### config.mk
export PLATFORM = sky130hd
export DESIGN_NAME = usb_config_descriptor_parser_core
export DESIGN_NICKNAME = d
export VERILOG_FILES = /design/src/hw/rtl/ucdp_pkg.sv /design/src/hw/rtl/ucdp_parser.sv /design/src/hw/rtl/ucdp_res_fifo.sv /design/src/hw/rtl/usb_config_descriptor_parser_core.sv
export VERILOG_INCLUDE_DIRS = /design/src /design/src/hw/rtl
export SDC_FILE = /design/constraint.sdc
export NUM_CORES = 1
export LEC_CHECK = 0
export ABC_CLOCK_PERIOD_IN_PS = 5900
export BUFFER_PORTS_ARGS = -buffer_cell sky130_fd_sc_hd__buf_4
export CAP_MARGIN = 10
export CORE_ASPECT_RATIO = 1.25
export CORE_MARGIN = 5
export CORE_UTILIZATION = 45
export DETAILED_ROUTE_END_ITERATION = 10
export PLACE_DENSITY_LB_ADDON = 0.12
export SKIP_LAST_GASP = 1
export SLEW_MARGIN = 20
export SYNTH_ARGS = -nofsm -noshare
export SYNTH_HDL_FRONTEND = slang
export SYNTH_SLANG_ARGS = --single-unit
### constraint.sdc
create_clock -name i_clk -period 5.9 [get_ports i_clk]
set_clock_uncertainty 0.15 [all_clocks]
set_input_delay 0.59 -clock i_clk [delete_from_list [all_inputs] [get_ports i_clk]]
set_output_delay 0.59 -clock i_clk [all_outputs]
set_load 0.1 [all_outputs]
### src/hw/rtl/usb_config_descriptor_parser_core_macros.svh
// ----------------------------------------------------------------------------
// usb configuration descriptor parser assertion macros
// concurrent assertion helpers, empty when SYNTHESIS is defined
// ----------------------------------------------------------------------------
`ifndef USB_CONFIG_DESCRIPTOR_PARSER_CORE_MACROS_SVH
`define USB_CONFIG_DESCRIPTOR_PARSER_CORE_MACROS_SVH

`ifndef SYNTHESIS
// property checked on every clock edge outside reset
`define UCDP_ASSERT(lbl, clk, rst_n, prop, msg) \
    lbl: assert property (@(posedge clk) disable iff (!rst_n) (prop)) else $error(msg);
// consequent checked in the cycle after the antecedent
`define UCDP_ASSERT_NEXT(lbl, clk, rst_n, ante, cons, msg) \
    lbl: assert property (@(posedge clk) disable iff (!rst_n) (ante) |=> (cons)) else $error(msg);
`else
`define UCDP_ASSERT(lbl, clk, rst_n, prop, msg)
`define UCDP_ASSERT_NEXT(lbl, clk, rst_n, ante, cons, msg)
`endif

`endif

### src/hw/rtl/ucdp_pkg.sv
// ----------------------------------------------------------------------------
// ucdp_pkg
// types and constants shared by the descriptor parser modules
// ----------------------------------------------------------------------------
package ucdp_pkg;

    localparam int BODY_W     = 56;
    localparam int BODY_BYTES = BODY_W / 8;
    localparam int RES_DEPTH  = 4;

    // descriptor type codes
    localparam logic [7:0] DESC_TYPE_CONFIG   = 8'd2;
    localparam logic [7:0] DESC_TYPE_IFACE    = 8'd4;
    localparam logic [7:0] DESC_TYPE_ENDPOINT = 8'd5;

    // required descriptor lengths
    localparam logic [7:0] LEN_CONFIG   = 8'd9;
    localparam logic [7:0] LEN_IFACE    = 8'd9;
    localparam logic [7:0] LEN_ENDPOINT = 8'd7;
    localparam logic [7:0] LEN_MIN      = 8'd2;
    localparam logic [7:0] IFACE_MAX    = 8'd255;

    typedef enum logic [2:0] {
        REC_CONFIG   = 3'd0,
        REC_IFACE    = 3'd1,
        REC_ENDPOINT = 3'd2,
        REC_END_OK   = 3'd3,
        REC_ERROR    = 3'd4
    } t_rec_kind;

    typedef enum logic [2:0] {
        ERR_NONE        = 3'd0,
        ERR_CONFIG_SIZE = 3'd1,
        ERR_IFACE_SIZE  = 3'd2,
        ERR_EP_SIZE     = 3'd3,
        ERR_ORPHAN_EP   = 3'd4,
        ERR_SHORT_LEN   = 3'd5
    } t_err_code;

    typedef struct packed {
        logic [7:0] data_byte;
        logic       frame_end;
    } t_in_item;

    typedef struct packed {
        t_rec_kind         rec_kind;
        t_err_code         err_code;
        logic [BODY_W-1:0] body;
        logic [7:0]        bad_length;
        logic [7:0]        iface_ordinal;
        logic              final_res;
    } t_out_item;

endpackage

### src/hw/rtl/ucdp_parser.sv
// ----------------------------------------------------------------------------
// ucdp_parser
// per-byte descriptor state update, yields up to two results per byte
// ----------------------------------------------------------------------------
`include "usb_config_descriptor_parser_core_macros.svh"

module ucdp_parser import ucdp_pkg::*; (
    input  logic      i_clk,
    input  logic      i_rst_n,
    input  logic      i_valid,
    input  t_in_item  i_item,
    output logic [1:0] o_count,
    output t_out_item o_res0,
    output t_out_item o_res1
);

    logic [7:0]        r_len, n_len;
    logic [7:0]        r_type, n_type;
    logic [7:0]        r_pos, n_pos;
    logic [BODY_W-1:0] r_buf, n_buf;
    logic [7:0]        r_iface, n_iface;
    logic              r_discard, n_discard;

    logic [7:0]        len_cur;
    logic [7:0]        type_cur;
    logic [BODY_W-1:0] buf_cur;
    logic [7:0]        iface_cur;
    logic              short_len;
    logic              complete;
    logic              rec_ok;
    logic              iface_inc;
    t_rec_kind         kind;
    t_err_code         err;
    t_out_item         rec_res;
    t_out_item         end_res;
    t_out_item         err_res;

    always_comb begin
        len_cur  = (r_pos == 8'd0) ? i_item.data_byte : r_len;
        type_cur = (r_pos == 8'd1) ? i_item.data_byte : r_type;
        buf_cur  = (r_pos == 8'd0) ? '0 : r_buf;
        for (int k = 0; k < BODY_BYTES; k++) begin
            if (r_pos == 8'(k + 2)) begin
                buf_cur[8*k +: 8] = i_item.data_byte;
            end
        end

        short_len = (r_pos != 8'd0) && (len_cur < LEN_MIN);
        complete  = (r_pos != 8'd0) && !short_len && (r_pos == len_cur - 8'd1);

        err       = ERR_NONE;
        rec_ok    = 1'b0;
        kind      = REC_CONFIG;
        iface_inc = 1'b0;
        if (short_len) begin
            err = ERR_SHORT_LEN;
        end else if (complete) begin
            priority if (type_cur == DESC_TYPE_CONFIG) begin
                if (len_cur != LEN_CONFIG) begin
                    err = ERR_CONFIG_SIZE;
                end else begin
                    rec_ok = 1'b1;
                    kind   = REC_CONFIG;
                end
            end else if (type_cur == DESC_TYPE_IFACE) begin
                if (len_cur != LEN_IFACE) begin
                    err = ERR_IFACE_SIZE;
                end else begin
                    rec_ok    = 1'b1;
                    kind      = REC_IFACE;
                    iface_inc = 1'b1;
                end
            end else if (type_cur == DESC_TYPE_ENDPOINT) begin
                if (len_cur != LEN_ENDPOINT) begin
                    err = ERR_EP_SIZE;
                end else if (r_iface == 8'd0) begin
                    err = ERR_ORPHAN_EP;
                end else begin
                    rec_ok = 1'b1;
                    kind   = REC_ENDPOINT;
                end
            end else begin
                // unknown type, record skipped
                rec_ok = 1'b0;
            end
        end

        iface_cur = (iface_inc && (r_iface != IFACE_MAX)) ? r_iface + 8'd1 : r_iface;

        rec_res = '{rec_kind: kind, err_code: ERR_NONE, body: buf_cur,
                    bad_length: 8'd0, iface_ordinal: iface_cur, final_res: 1'b0};
        end_res = '{rec_kind: REC_END_OK, err_code: ERR_NONE, body: '0,
                    bad_length: 8'd0, iface_ordinal: iface_cur, final_res: 1'b1};
        err_res = '{rec_kind: REC_ERROR, err_code: err, body: '0,
                    bad_length: len_cur, iface_ordinal: r_iface, final_res: 1'b1};

        o_res0  = end_res;
        o_res1  = end_res;
        o_count = 2'd0;
        if (i_valid && !r_discard) begin
            if (err != ERR_NONE) begin
                o_res0  = err_res;
                o_count = 2'd1;
            end else if (rec_ok) begin
                o_res0  = rec_res;
                o_count = i_item.frame_end ? 2'd2 : 2'd1;
            end else if (i_item.frame_end) begin
                o_count = 2'd1;
            end
        end

        n_len     = r_len;
        n_type    = r_type;
        n_pos     = r_pos;
        n_buf     = r_buf;
        n_iface   = r_iface;
        n_discard = r_discard;
        if (i_valid) begin
            if (i_item.frame_end) begin
                n_len     = '0;
                n_type    = '0;
                n_pos     = '0;
                n_buf     = '0;
                n_iface   = '0;
                n_discard = 1'b0;
            end else if (!r_discard) begin
                if (err != ERR_NONE) begin
                    n_discard = 1'b1;
                end else begin
                    n_len   = len_cur;
                    n_type  = type_cur;
                    n_buf   = buf_cur;
                    n_iface = iface_cur;
                    n_pos   = complete ? 8'd0 : r_pos + 8'd1;
                end
            end
        end
    end

    always_ff @(posedge i_clk) begin
        if (!i_rst_n) begin
            r_len     <= '0;
            r_type    <= '0;
            r_pos     <= '0;
            r_buf     <= '0;
            r_iface   <= '0;
            r_discard <= 1'b0;
        end else begin
            r_len     <= n_len;
            r_type    <= n_type;
            r_pos     <= n_pos;
            r_buf     <= n_buf;
            r_iface   <= n_iface;
            r_discard <= n_discard;
        end
    end

    `UCDP_ASSERT(a_err_alone_final, i_clk, i_rst_n, (o_count == 2'd0) || (o_res0.rec_kind != REC_ERROR) || (o_res0.final_res && (o_count == 2'd1)), "error result not alone or not final")
    `UCDP_ASSERT(a_discard_silent, i_clk, i_rst_n, !r_discard || (o_count == 2'd0), "result while discarding")
    `UCDP_ASSERT_NEXT(a_frame_clears, i_clk, i_rst_n, i_valid && i_item.frame_end, (r_pos == 8'd0) && (r_iface == 8'd0) && !r_discard, "frame state not cleared")

endmodule

### src/hw/rtl/ucdp_res_fifo.sv
// ----------------------------------------------------------------------------
// ucdp_res_fifo
// small result queue, up to two pushes and one pop per cycle
// ----------------------------------------------------------------------------
`include "usb_config_descriptor_parser_core_macros.svh"

module ucdp_res_fifo import ucdp_pkg::*; (
    input  logic       i_clk,
    input  logic       i_rst_n,
    input  logic [1:0] i_push_cnt,
    input  t_out_item  i_push0,
    input  t_out_item  i_push1,
    output logic       o_room,
    input  logic       i_pop,
    output logic       o_valid,
    output t_out_item  o_data
);

    localparam int PTR_W = $clog2(RES_DEPTH);
    localparam int CNT_W = $clog2(RES_DEPTH + 1);

    t_out_item          r_mem [RES_DEPTH];
    logic [PTR_W-1:0]   r_wptr, n_wptr;
    logic [PTR_W-1:0]   r_rptr, n_rptr;
    logic [CNT_W-1:0]   r_count, n_count;
    logic [PTR_W-1:0]   wptr1;
    logic               pop_ok;

    assign wptr1   = r_wptr + PTR_W'(1);
    assign pop_ok  = i_pop && (r_count != '0);
    assign o_valid = (r_count != '0);
    assign o_data  = r_mem[r_rptr];
    // two free entries are needed for a byte that may yield two results
    assign o_room  = (r_count <= CNT_W'(RES_DEPTH - 2));

    always_comb begin
        n_wptr  = r_wptr + PTR_W'(i_push_cnt);
        n_rptr  = pop_ok ? r_rptr + PTR_W'(1) : r_rptr;
        n_count = r_count + CNT_W'(i_push_cnt) - CNT_W'(pop_ok);
    end

    always_ff @(posedge i_clk) begin
        if (i_push_cnt != 2'd0) begin
            r_mem[r_wptr] <= i_push0;
        end
        if (i_push_cnt == 2'd2) begin
            r_mem[wptr1] <= i_push1;
        end
    end

    always_ff @(posedge i_clk) begin
        if (!i_rst_n) begin
            r_wptr  <= '0;
            r_rptr  <= '0;
            r_count <= '0;
        end else begin
            r_wptr  <= n_wptr;
            r_rptr  <= n_rptr;
            r_count <= n_count;
        end
    end

    `UCDP_ASSERT(a_no_overflow, i_clk, i_rst_n, r_count <= CNT_W'(RES_DEPTH), "result queue overflow")
    `UCDP_ASSERT(a_empty_ptrs, i_clk, i_rst_n, (r_count != '0) || (r_rptr == r_wptr), "empty queue with unequal pointers")
    `UCDP_ASSERT_NEXT(a_single_push, i_clk, i_rst_n, (i_push_cnt == 2'd1) && !pop_ok, r_count == $past(r_count) + CNT_W'(1), "count did not follow single push")

endmodule

### src/hw/rtl/usb_config_descriptor_parser_core.sv
// ----------------------------------------------------------------------------
// usb_config_descriptor_parser_core
// streaming parser for usb configuration descriptor sets
// ----------------------------------------------------------------------------
// Takes one byte of a configuration descriptor set per transfer and gives
// configuration, interface and endpoint records, an error record on a bad
// length or an endpoint before any interface, and an end-ok record on the
// byte marked frame_end. A byte is accepted every cycle as long as the
// four-entry result queue has two free entries. A byte is parsed in the
// cycle it sits in the input register, and its results are written into the
// queue at the next edge, where they raise output valid. Output runs at one
// result transfer per cycle while i_out_ready is high, so a byte that ends
// both a record and the frame puts two results on the output; sustained rate
// is one byte per cycle when the consumer keeps i_out_ready high.

module usb_config_descriptor_parser_core import ucdp_pkg::*; (
    input  logic      i_clk,
    input  logic      i_rst_n,
    // byte input channel
    input  logic      i_in_valid,
    output logic      o_in_ready,
    input  t_in_item  i_in_data,
    // result output channel
    output logic      o_out_valid,
    input  logic      i_out_ready,
    output t_out_item o_out_data
);

    // input register
    logic      r_in_valid, n_in_valid;
    t_in_item  r_in_data;

    // parser to queue
    logic [1:0] res_cnt;
    t_out_item  res0;
    t_out_item  res1;
    logic       q_room;
    logic       advance;

    // the held byte moves into the parser only when the queue can take
    // both possible results of it
    assign advance    = r_in_valid && q_room;
    // input register frees up in the same cycle the held byte advances
    assign o_in_ready = !r_in_valid || advance;

    always_comb begin
        n_in_valid = r_in_valid;
        if (o_in_ready) begin
            n_in_valid = i_in_valid;
        end
    end

    always_ff @(posedge i_clk) begin
        if (!i_rst_n) begin
            r_in_valid <= 1'b0;
        end else begin
            r_in_valid <= n_in_valid;
        end
    end

    // payload register, no reset needed
    always_ff @(posedge i_clk) begin
        if (o_in_ready && i_in_valid) begin
            r_in_data <= i_in_data;
        end
    end

    // descriptor state and result generation
    ucdp_parser u_parser (
        .i_clk   (i_clk),
        .i_rst_n (i_rst_n),
        .i_valid (advance),
        .i_item  (r_in_data),
        .o_count (res_cnt),
        .o_res0  (res0),
        .o_res1  (res1)
    );

    // result queue doubles as the output register
    ucdp_res_fifo u_res_fifo (
        .i_clk      (i_clk),
        .i_rst_n    (i_rst_n),
        .i_push_cnt (res_cnt),
        .i_push0    (res0),
        .i_push1    (res1),
        .o_room     (q_room),
        .i_pop      (i_out_ready),
        .o_valid    (o_out_valid),
        .o_data     (o_out_data)
    );

endmodule

==> impl_metrics.ini, run 1 <==
[layout]
num-nets-final = 1764
multiInputGateArea_um2 = 8770
postLayoutCellArea_um2 = 21200
nFillCells = 3599
final_layout_size_suffix_gt1_frac = 0.199
diode_count = 0
syn2layout_area_growth_pct = 15.0
register_area_um2 = 8910

[synth]
number_of_enable_type_register_cells_in_the_synthesized_netlist = 41
ys_ff_latch = 424
yosys-top-cells-count = 383 x sky130_fd_sc_hd__dfxtp_1, 236 x sky130_fd_sc_hd__nand3_1, 229 x sky130_fd_sc_hd__o2bb2ai_1
synthMostInstantiatedCell = sky130_fd_sc_hd__dfxtp_1
syn-num-nets = 1742
synth.distinct_cells = 85
synthesis.instances = 1714
synthFlopType = sky130_fd_sc_hd__dfxtp_1
synth_sequential_area_ratio = 0.483
yosysWarningCount = 0
synth_top_cells_by_area = sky130_fd_sc_hd__dfxtp_1 42%, sky130_fd_sc_hd__o2bb2ai_1 11%, sky130_fd_sc_hd__mux4_2 9.7%, sky130_fd_sc_hd__edfxtp_1 6.7%, sky130_fd_sc_hd__nand3_1 6.4%
synth_top_area_cell = sky130_fd_sc_hd__dfxtp_1
syn_avg_cell_area_um2 = 10.7
synth_area_um2 = 18400
synth_top_cell_area_share = 0.417
async_flop_share = 0

[timing]
finalMaxSlewViolations = 0
peak_freq_mhz = 178
setup_viol = 0
timing.slew.headroom = 0.290
final_min_period_over_clock_period = 0.952
worst_slew_pin_slew_ps = 1060
setup_tns_ps = 0
hold_viol = 0
finalWorstPathRequiredPeriod_ps = 5620
setup_slack_ps = 281

[floorplan]
die_width_um = 191
num_rows = 82
boundaryPins = 94
starting_density_of_the_core = 0.457
floorplan.die.height_um = 236
fp.coreArea_um2 = 40300
fp.dieArea_um2 = 45100

[clock_network]
cts-root-buf = sky130_fd_sc_hd__clkbuf_16
cts_buffer_depth = 3
cts.sink_count = 424
gates_resized_cts_repair = 0
clkSlewWorstSetupHoldPaths_ps = 60
clock_tree_from_tritoncts = done
insertion_delay_ps = 560
post_cts_buffers = 0
hold_buffers = 0
cts_max_level = 2
cts_made_buffers = 44

[critical_path]
cp.buffers_inverters = 1
crit_path_cell_trace = inv_1 -> ha_1 -> or3b_2 -> nor2_4 -> mux2i_2 -> ha_1 -> xnor2_1 -> o311ai_0 -> o21a_1 -> a2111oi_2 -> o311ai_2 -> a21oi_4 -> ha_1 -> nand2b_1 -> a21oi_2 -> nor2_1 -> ha_1 -> fa_1 -> xnor2_1 -> and2_1
crit_path_top_delay_cell = sky130_fd_sc_hd__or3b_2
criticalPathCategory = flip-flop to flip-flop
critical-path-top-delay-family = compound AO/OA/AOI/OAI gates
worst_path_most_repeated_cell = sky130_fd_sc_hd__ha_1
critical_path.max_stage_delay_ps = 550
capturing_element_type_of_the_critical_path = flip-flop
critical_path.startpoint_type = flip-flop
worst_ep_required_time_ps = 6210
data_arrival_critical_path_ps = 5930
worst-path-max-fanout = 8

[global_route]
global_route.usage.total = 0.237
grt_pass1_wl_um = 85900
grt_antenna_before_repair = 0
grt_start_max_net_pins = 98
grt_remaining_overflow = 0
grt_pass1_vias = 14400

[placement]
dpl_cell_area_um2 = 19600
gp_routability_congestion = 0.950
dp.final_hpwl_um = 34100
dpl_worst_slack_ps = 256
io_buffer_count = 93

[worst_hold_path]
hold_path_class = primary input to flip-flop

[pwr]
cellLeakagePower_nw = 7.33
p_per_area_nw_per_um2 = 346
worst_ir_drop_vdd_v = 0.000209

[detailed_routing]
detailed_route_wire_length_um = 54600
ant_nets = 0
post_drt_wl_per_cell_um = 23.6
post_dr_vias_cell = 6.30
drt_drc_violations_left = 0
drt_iter0_drc = 1269
detailed_routing_iteration_count_for_the_pre_antenna_repair_pass = 6
num_vias = 14600

[outcome]
status = complete, no violations

[run]
max_cap_viol_count = 0
-- path summary, 6_finish.rpt --
kind | from | endpoint | slack [ps] | cells after the start
min | i_in_data[7] | r_in_data[7] | 50 | 1
max | u_parser.r_pos[1] | u_res_fifo.r_count[2] | 280 | 20
max reg2reg | u_parser.r_pos[1] | u_res_fifo.r_count[2] | 280 | 20
min reg2reg | u_res_fifo.r_mem[0][61] | u_res_fifo.r_mem[0][61] | 310 | 1
-- sequential cells by signal (all words and copies together), names as in the netlist, named ones only --
name / count
u_parser.r_type: 8
u_parser.r_iface: 8
u_parser.r_discard: 1
u_res_fifo.r_count: 3
u_parser.r_len: 8
r_in_data: 9
u_res_fifo.r_mem: 316
u_res_fifo.r_rptr: 2
r_in_valid: 1
u_parser.r_pos: 8
u_parser.r_buf: 56
u_res_fifo.r_wptr: 2
-- through the flow --
step / hold WS, ps / util / power (mW) / cells
final: 54.2 / 0.525 / 7.32 / 2316
after global routing: 39.9 / 0.525 / 7.58 / 2316
after CTS: 30.1 / 0.525 / 7.38 / 2316
after detailed placement: 292 / 0.487 / 4.46 / 2236
after global placement: 289 / 0.487 / 4.45 / 2236
after floorplan: 271 / - / 4.10 / 1714
-- layer usage --
metal	vias up	GRT usage	routed length, µm
li1	6696	-	-
met1	7358	0.334	24300
met2	447	0.388	26200
met3	88	0.0306	2850
met4	0	0.0618	1270
met5	-	0	0
-- cell type report --
| class | count | area share |
|---|---|---|
| timing repair buffer | 144 | 0.0558 |
| inverter | 29 | 0.00514 |
| multi-input combinational | 1093 | 0.414 |
| clock inverter | 21 | 0.0118 |
| sequential | 424 | 0.421 |
| tap | 546 | 0.0323 |
| clock buffer | 59 | 0.0605 |
-- cells in the final DEF, fill, tap and decap left out, types with 8 or more instances in the layout --
master,n
sky130_fd_sc_hd__dfxtp_1,381
sky130_fd_sc_hd__nand3_1,235
sky130_fd_sc_hd__o2bb2ai_1,229
sky130_fd_sc_hd__buf_4,136
sky130_fd_sc_hd__mux4_2,79
sky130_fd_sc_hd__a22o_1,66
sky130_fd_sc_hd__nand2_1,63
sky130_fd_sc_hd__nor2_1,56
sky130_fd_sc_hd__o21ai_0,53
sky130_fd_sc_hd__nand4_1,49
sky130_fd_sc_hd__clkbuf_16,46
sky130_fd_sc_hd__edfxtp_1,41
sky130_fd_sc_hd__inv_1,25
sky130_fd_sc_hd__a21oi_1,19
sky130_fd_sc_hd__nor3_1,18
sky130_fd_sc_hd__and3_1,15
sky130_fd_sc_hd__ha_1,14
sky130_fd_sc_hd__and2_1,13
sky130_fd_sc_hd__xor2_1,11
sky130_fd_sc_hd__o31ai_1,10
sky130_fd_sc_hd__nand2b_1,9
sky130_fd_sc_hd__nor3_2,9
sky130_fd_sc_hd__clkinv_2,9
sky130_fd_sc_hd__nor4_1,8
sky130_fd_sc_hd__a2bb2oi_1,8
sky130_fd_sc_hd__clkbuf_8,8
sky130_fd_sc_hd__buf_12,8
-- logic make-up (layout without fill, tap and decap cells) --
| family | count (synthesis) | count (layout) | share of synthesized area |
|---|---|---|---|
| AOI/OAI and AO/OA | 457 | 457 | 0.202 |
| xor gates and xnor gates | 18 | 18 | 0.00856 |
| muxes | 91 | 91 | 0.104 |
| DFF | 424 | 424 | 0.483 |
| buffers and inverters | 197 | 253 | 0.0453 |
| adders and majority gates | 15 | 15 | 0.0106 |
| and+or+nand+nor | 512 | 512 | 0.146 |
-- report_power, final --
part,internal [mW],switching [mW]
registers,2.97,0.151
logic,0.395,0.875
clock network,1.75,1.18
total,5.11,2.21
Note: power is estimated with default switching activity, not from simulation.
==> run 2, diff against run 1 <==
--- a/constraint.sdc
+++ b/constraint.sdc
@@ -3,3 +3,3 @@
 set_input_delay 0.59 -clock i_clk [delete_from_list [all_inputs] [get_ports i_clk]]
 set_output_delay 0.59 -clock i_clk [all_outputs]
-set_load 0.1 [all_outputs]
+set_load 0.05 [all_outputs]
==> run 2 against run 1 <==
Net effect: sequential share of layout area up 0.15 points; global-route usage up 0.30 points; critical path depth unchanged; core utilization down 0.19 points; wire length increased by 1.0%; count of clock-buffer cells in the layout increased by 10; hold slack worse by 9.4 ps; via count grew 0.28%; register-to-register slack better by 150 ps; cell count grew 0.17%; fmax grew 2.7%; highest routed layer unchanged.
==> impl_metrics.ini, run 2 (synthesis results as in run 1) <==
[timing]
peak_freq_mhz = 183
setup_viol = 0
finalMaxSlewViolations = 0
final_min_period_over_clock_period = 0.927
whs_ps = 44.9
setup_tns_ps = 0
grt_setup_unrepaired = false
setup_slack_ps = 429
finalWorstPathRequiredPeriod_ps = 5470
worst_slew_pin_slew_ps = 1030
hold_viol = 0
timing.slew.headroom = 0.314

[critical_path]
ff2ff_path_depth = 20
data_arrival_critical_path_ps = 5820
critical_path.startpoint_type = flip-flop
worst_ep_required_time_ps = 6250
regToRegEndpoint = u_res_fifo.r_mem[1][22]
worst-path-max-fanout = 33
regToRegStartpoint = u_parser.r_pos[0]
r2r_setup_slack_ps = 430
criticalPathCategory = flip-flop to flip-flop
capturing_element_type_of_the_critical_path = flip-flop

[detailed_routing]
ant_nets = 0
detailed_routing_iteration_count_for_the_pre_antenna_repair_pass = 5
post_drt_wl_per_cell_um = 23.8
drt_drc_violations_left = 0
num_vias = 14600
post_dr_vias_cell = 6.31
drt_iter0_drc = 1263
detailed_route_wire_length_um = 55200

[layout]
layout.core_utilization = 0.523
nFillCells = 3612
final_layout_size_suffix_gt1_frac = 0.196
largest_register_ff_count = 316
num-nets-final = 1768
register_area_um2 = 8910
layout_common_cells = 381 x sky130_fd_sc_hd__dfxtp_1, 235 x sky130_fd_sc_hd__nand3_1, 229 x sky130_fd_sc_hd__o2bb2ai_1
stdcell_count = 2320
syn2layout_area_growth_pct = 14.6
multiInputGateArea_um2 = 8760
register_ranked_first_by_flip_flop_count = u_res_fifo.r_mem
layout_commonest_cell = sky130_fd_sc_hd__dfxtp_1
postLayoutCellArea_um2 = 21100
largestRegisters = u_res_fifo.r_mem (316), u_parser.r_buf (56), r_in_data (9)
diode_count = 0

[clock_network]
clock_tree_from_tritoncts = done
insertion_delay_ps = 580
cts_buffer_depth = 3
cts-root-buf = sky130_fd_sc_hd__clkbuf_16
cts_made_buffers = 44
clkSlewWorstSetupHoldPaths_ps = 60
cts.sink_count = 424
post_cts_buffers = 0
cts_max_level = 2

[placement]
dpl_cell_area_um2 = 19700
io_buffer_count = 93
dpl_worst_slack_ps = 499
post-place-cells = 2240
gp_routability_congestion = 0.934
dp.final_hpwl_um = 34300

[global_route]
grt_pass1_vias = 14400
grt_antenna_before_repair = 0
global_route.usage.total = 0.240
grt_pass1_wl_um = 86200
grt_start_max_net_pins = 100
grt_remaining_overflow = 0

[floorplan]
num_rows = 82
die_width_um = 191
boundaryPins = 94
fp.coreArea_um2 = 40300
starting_density_of_the_core = 0.457
floorplan.die.height_um = 236
fp.dieArea_um2 = 45100

[pwr]
switching_share_of_total_power = 0.291
worst_ir_drop_vdd_v = 0.000209
cellInternalPower_mw = 4.94
cellLeakagePower_nw = 7.31
pwr-share-clk = 0.393
net-switching-power_mw = 2.03
report.power.total_mw = 6.97
p_per_area_nw_per_um2 = 330
register_share_of_total_power = 0.446
proportion_of_power_drawn_by_combinational_gates = 0.161

[worst_hold_path]
holdPathStages = 1
hold_path_end = r_in_data[2]
hp-start = i_in_data[2]
hold_path_class = primary input to flip-flop

[outcome]
status = complete, no violations

[run]
max_cap_viol_count = 0
## run 2: worst max path at each step
stage | slack, ps | cells after the start | end | startpoint
6_report | 430 | 20 | u_res_fifo.r_mem[1][22] | u_parser.r_pos[0]
5_1_grt | 20 | 19 | u_res_fifo.r_mem[0][13] | u_parser.r_pos[0]
4_1_cts | 490 | 19 | u_res_fifo.r_mem[0][13] | u_parser.r_pos[0]
3_5_place_dp | 500 | 19 | u_res_fifo.r_mem[0][74] | u_parser.r_pos[0]
3_3_place_gp | 560 | 19 | u_res_fifo.r_mem[0][13] | u_parser.r_pos[0]
2_1_floorplan | 600 | 21 | u_res_fifo.r_count[2] | u_parser.r_pos[0]
## run 2: worst max-delay path, stage by stage (launching register included)
cell and delay (ps):
sky130_fd_sc_hd__dfxtp_1 370, sky130_fd_sc_hd__inv_1 110, sky130_fd_sc_hd__ha_1 230, sky130_fd_sc_hd__or3b_2 540
sky130_fd_sc_hd__nor2_4 190, sky130_fd_sc_hd__mux2i_1 420, sky130_fd_sc_hd__ha_1 290, sky130_fd_sc_hd__xnor2_1 150
sky130_fd_sc_hd__o311ai_0 150, sky130_fd_sc_hd__o21a_1 140, sky130_fd_sc_hd__a2111oi_2 330, sky130_fd_sc_hd__o311ai_1 360
sky130_fd_sc_hd__a21oi_4 230, sky130_fd_sc_hd__ha_1 260, sky130_fd_sc_hd__nand2b_1 200, sky130_fd_sc_hd__a21oi_2 150
sky130_fd_sc_hd__buf_4 170, sky130_fd_sc_hd__mux2i_4 270, sky130_fd_sc_hd__buf_12 250, sky130_fd_sc_hd__buf_4 270
sky130_fd_sc_hd__o2bb2ai_1 150
## run 2: area by class of cell
class,instances,share of cell area
tap,546,0.0324
clock inverter,11,0.00356
clock buffer,69,0.0639
sequential,424,0.422
timing repair buffer,148,0.0580
inverter,29,0.00516
multi-input combinational,1093,0.415
## run 2: what timing repair did
action | in CTS | in global routing
resized for setup | 0 | 1
hold buffers | 0 | 0
hold endpoints to repair | 0 | 0
endpoints found under the setup margin | 0 | 21
## run 2: layer usage
layer | part of all wire | global-route usage | vias up | routed length (µm)
met5 | 0 | 0 | - | 0
met4 | 0.029 | 0.0779 | 0 | 1620
met3 | 0.046 | 0.0290 | 93 | 2550
met2 | 0.48 | 0.394 | 415 | 26300
li1 | - | - | 6702 | -
met1 | 0.45 | 0.332 | 7420 | 24700
## run 2: power by group through the flow
| stage | Sequential [mW] | Combinational [mW] | Clock (mW) |
|---|---|---|---|
| floorplan | 3.06 | 0.876 | 0 |
| global placement | 3.17 | 1.12 | 0 |
| detailed placement | 3.17 | 1.13 | 0 |
| CTS | 3.11 | 1.13 | 2.79 |
| global route | 3.12 | 1.20 | 2.90 |
| finish | 3.11 | 1.12 | 2.73 |
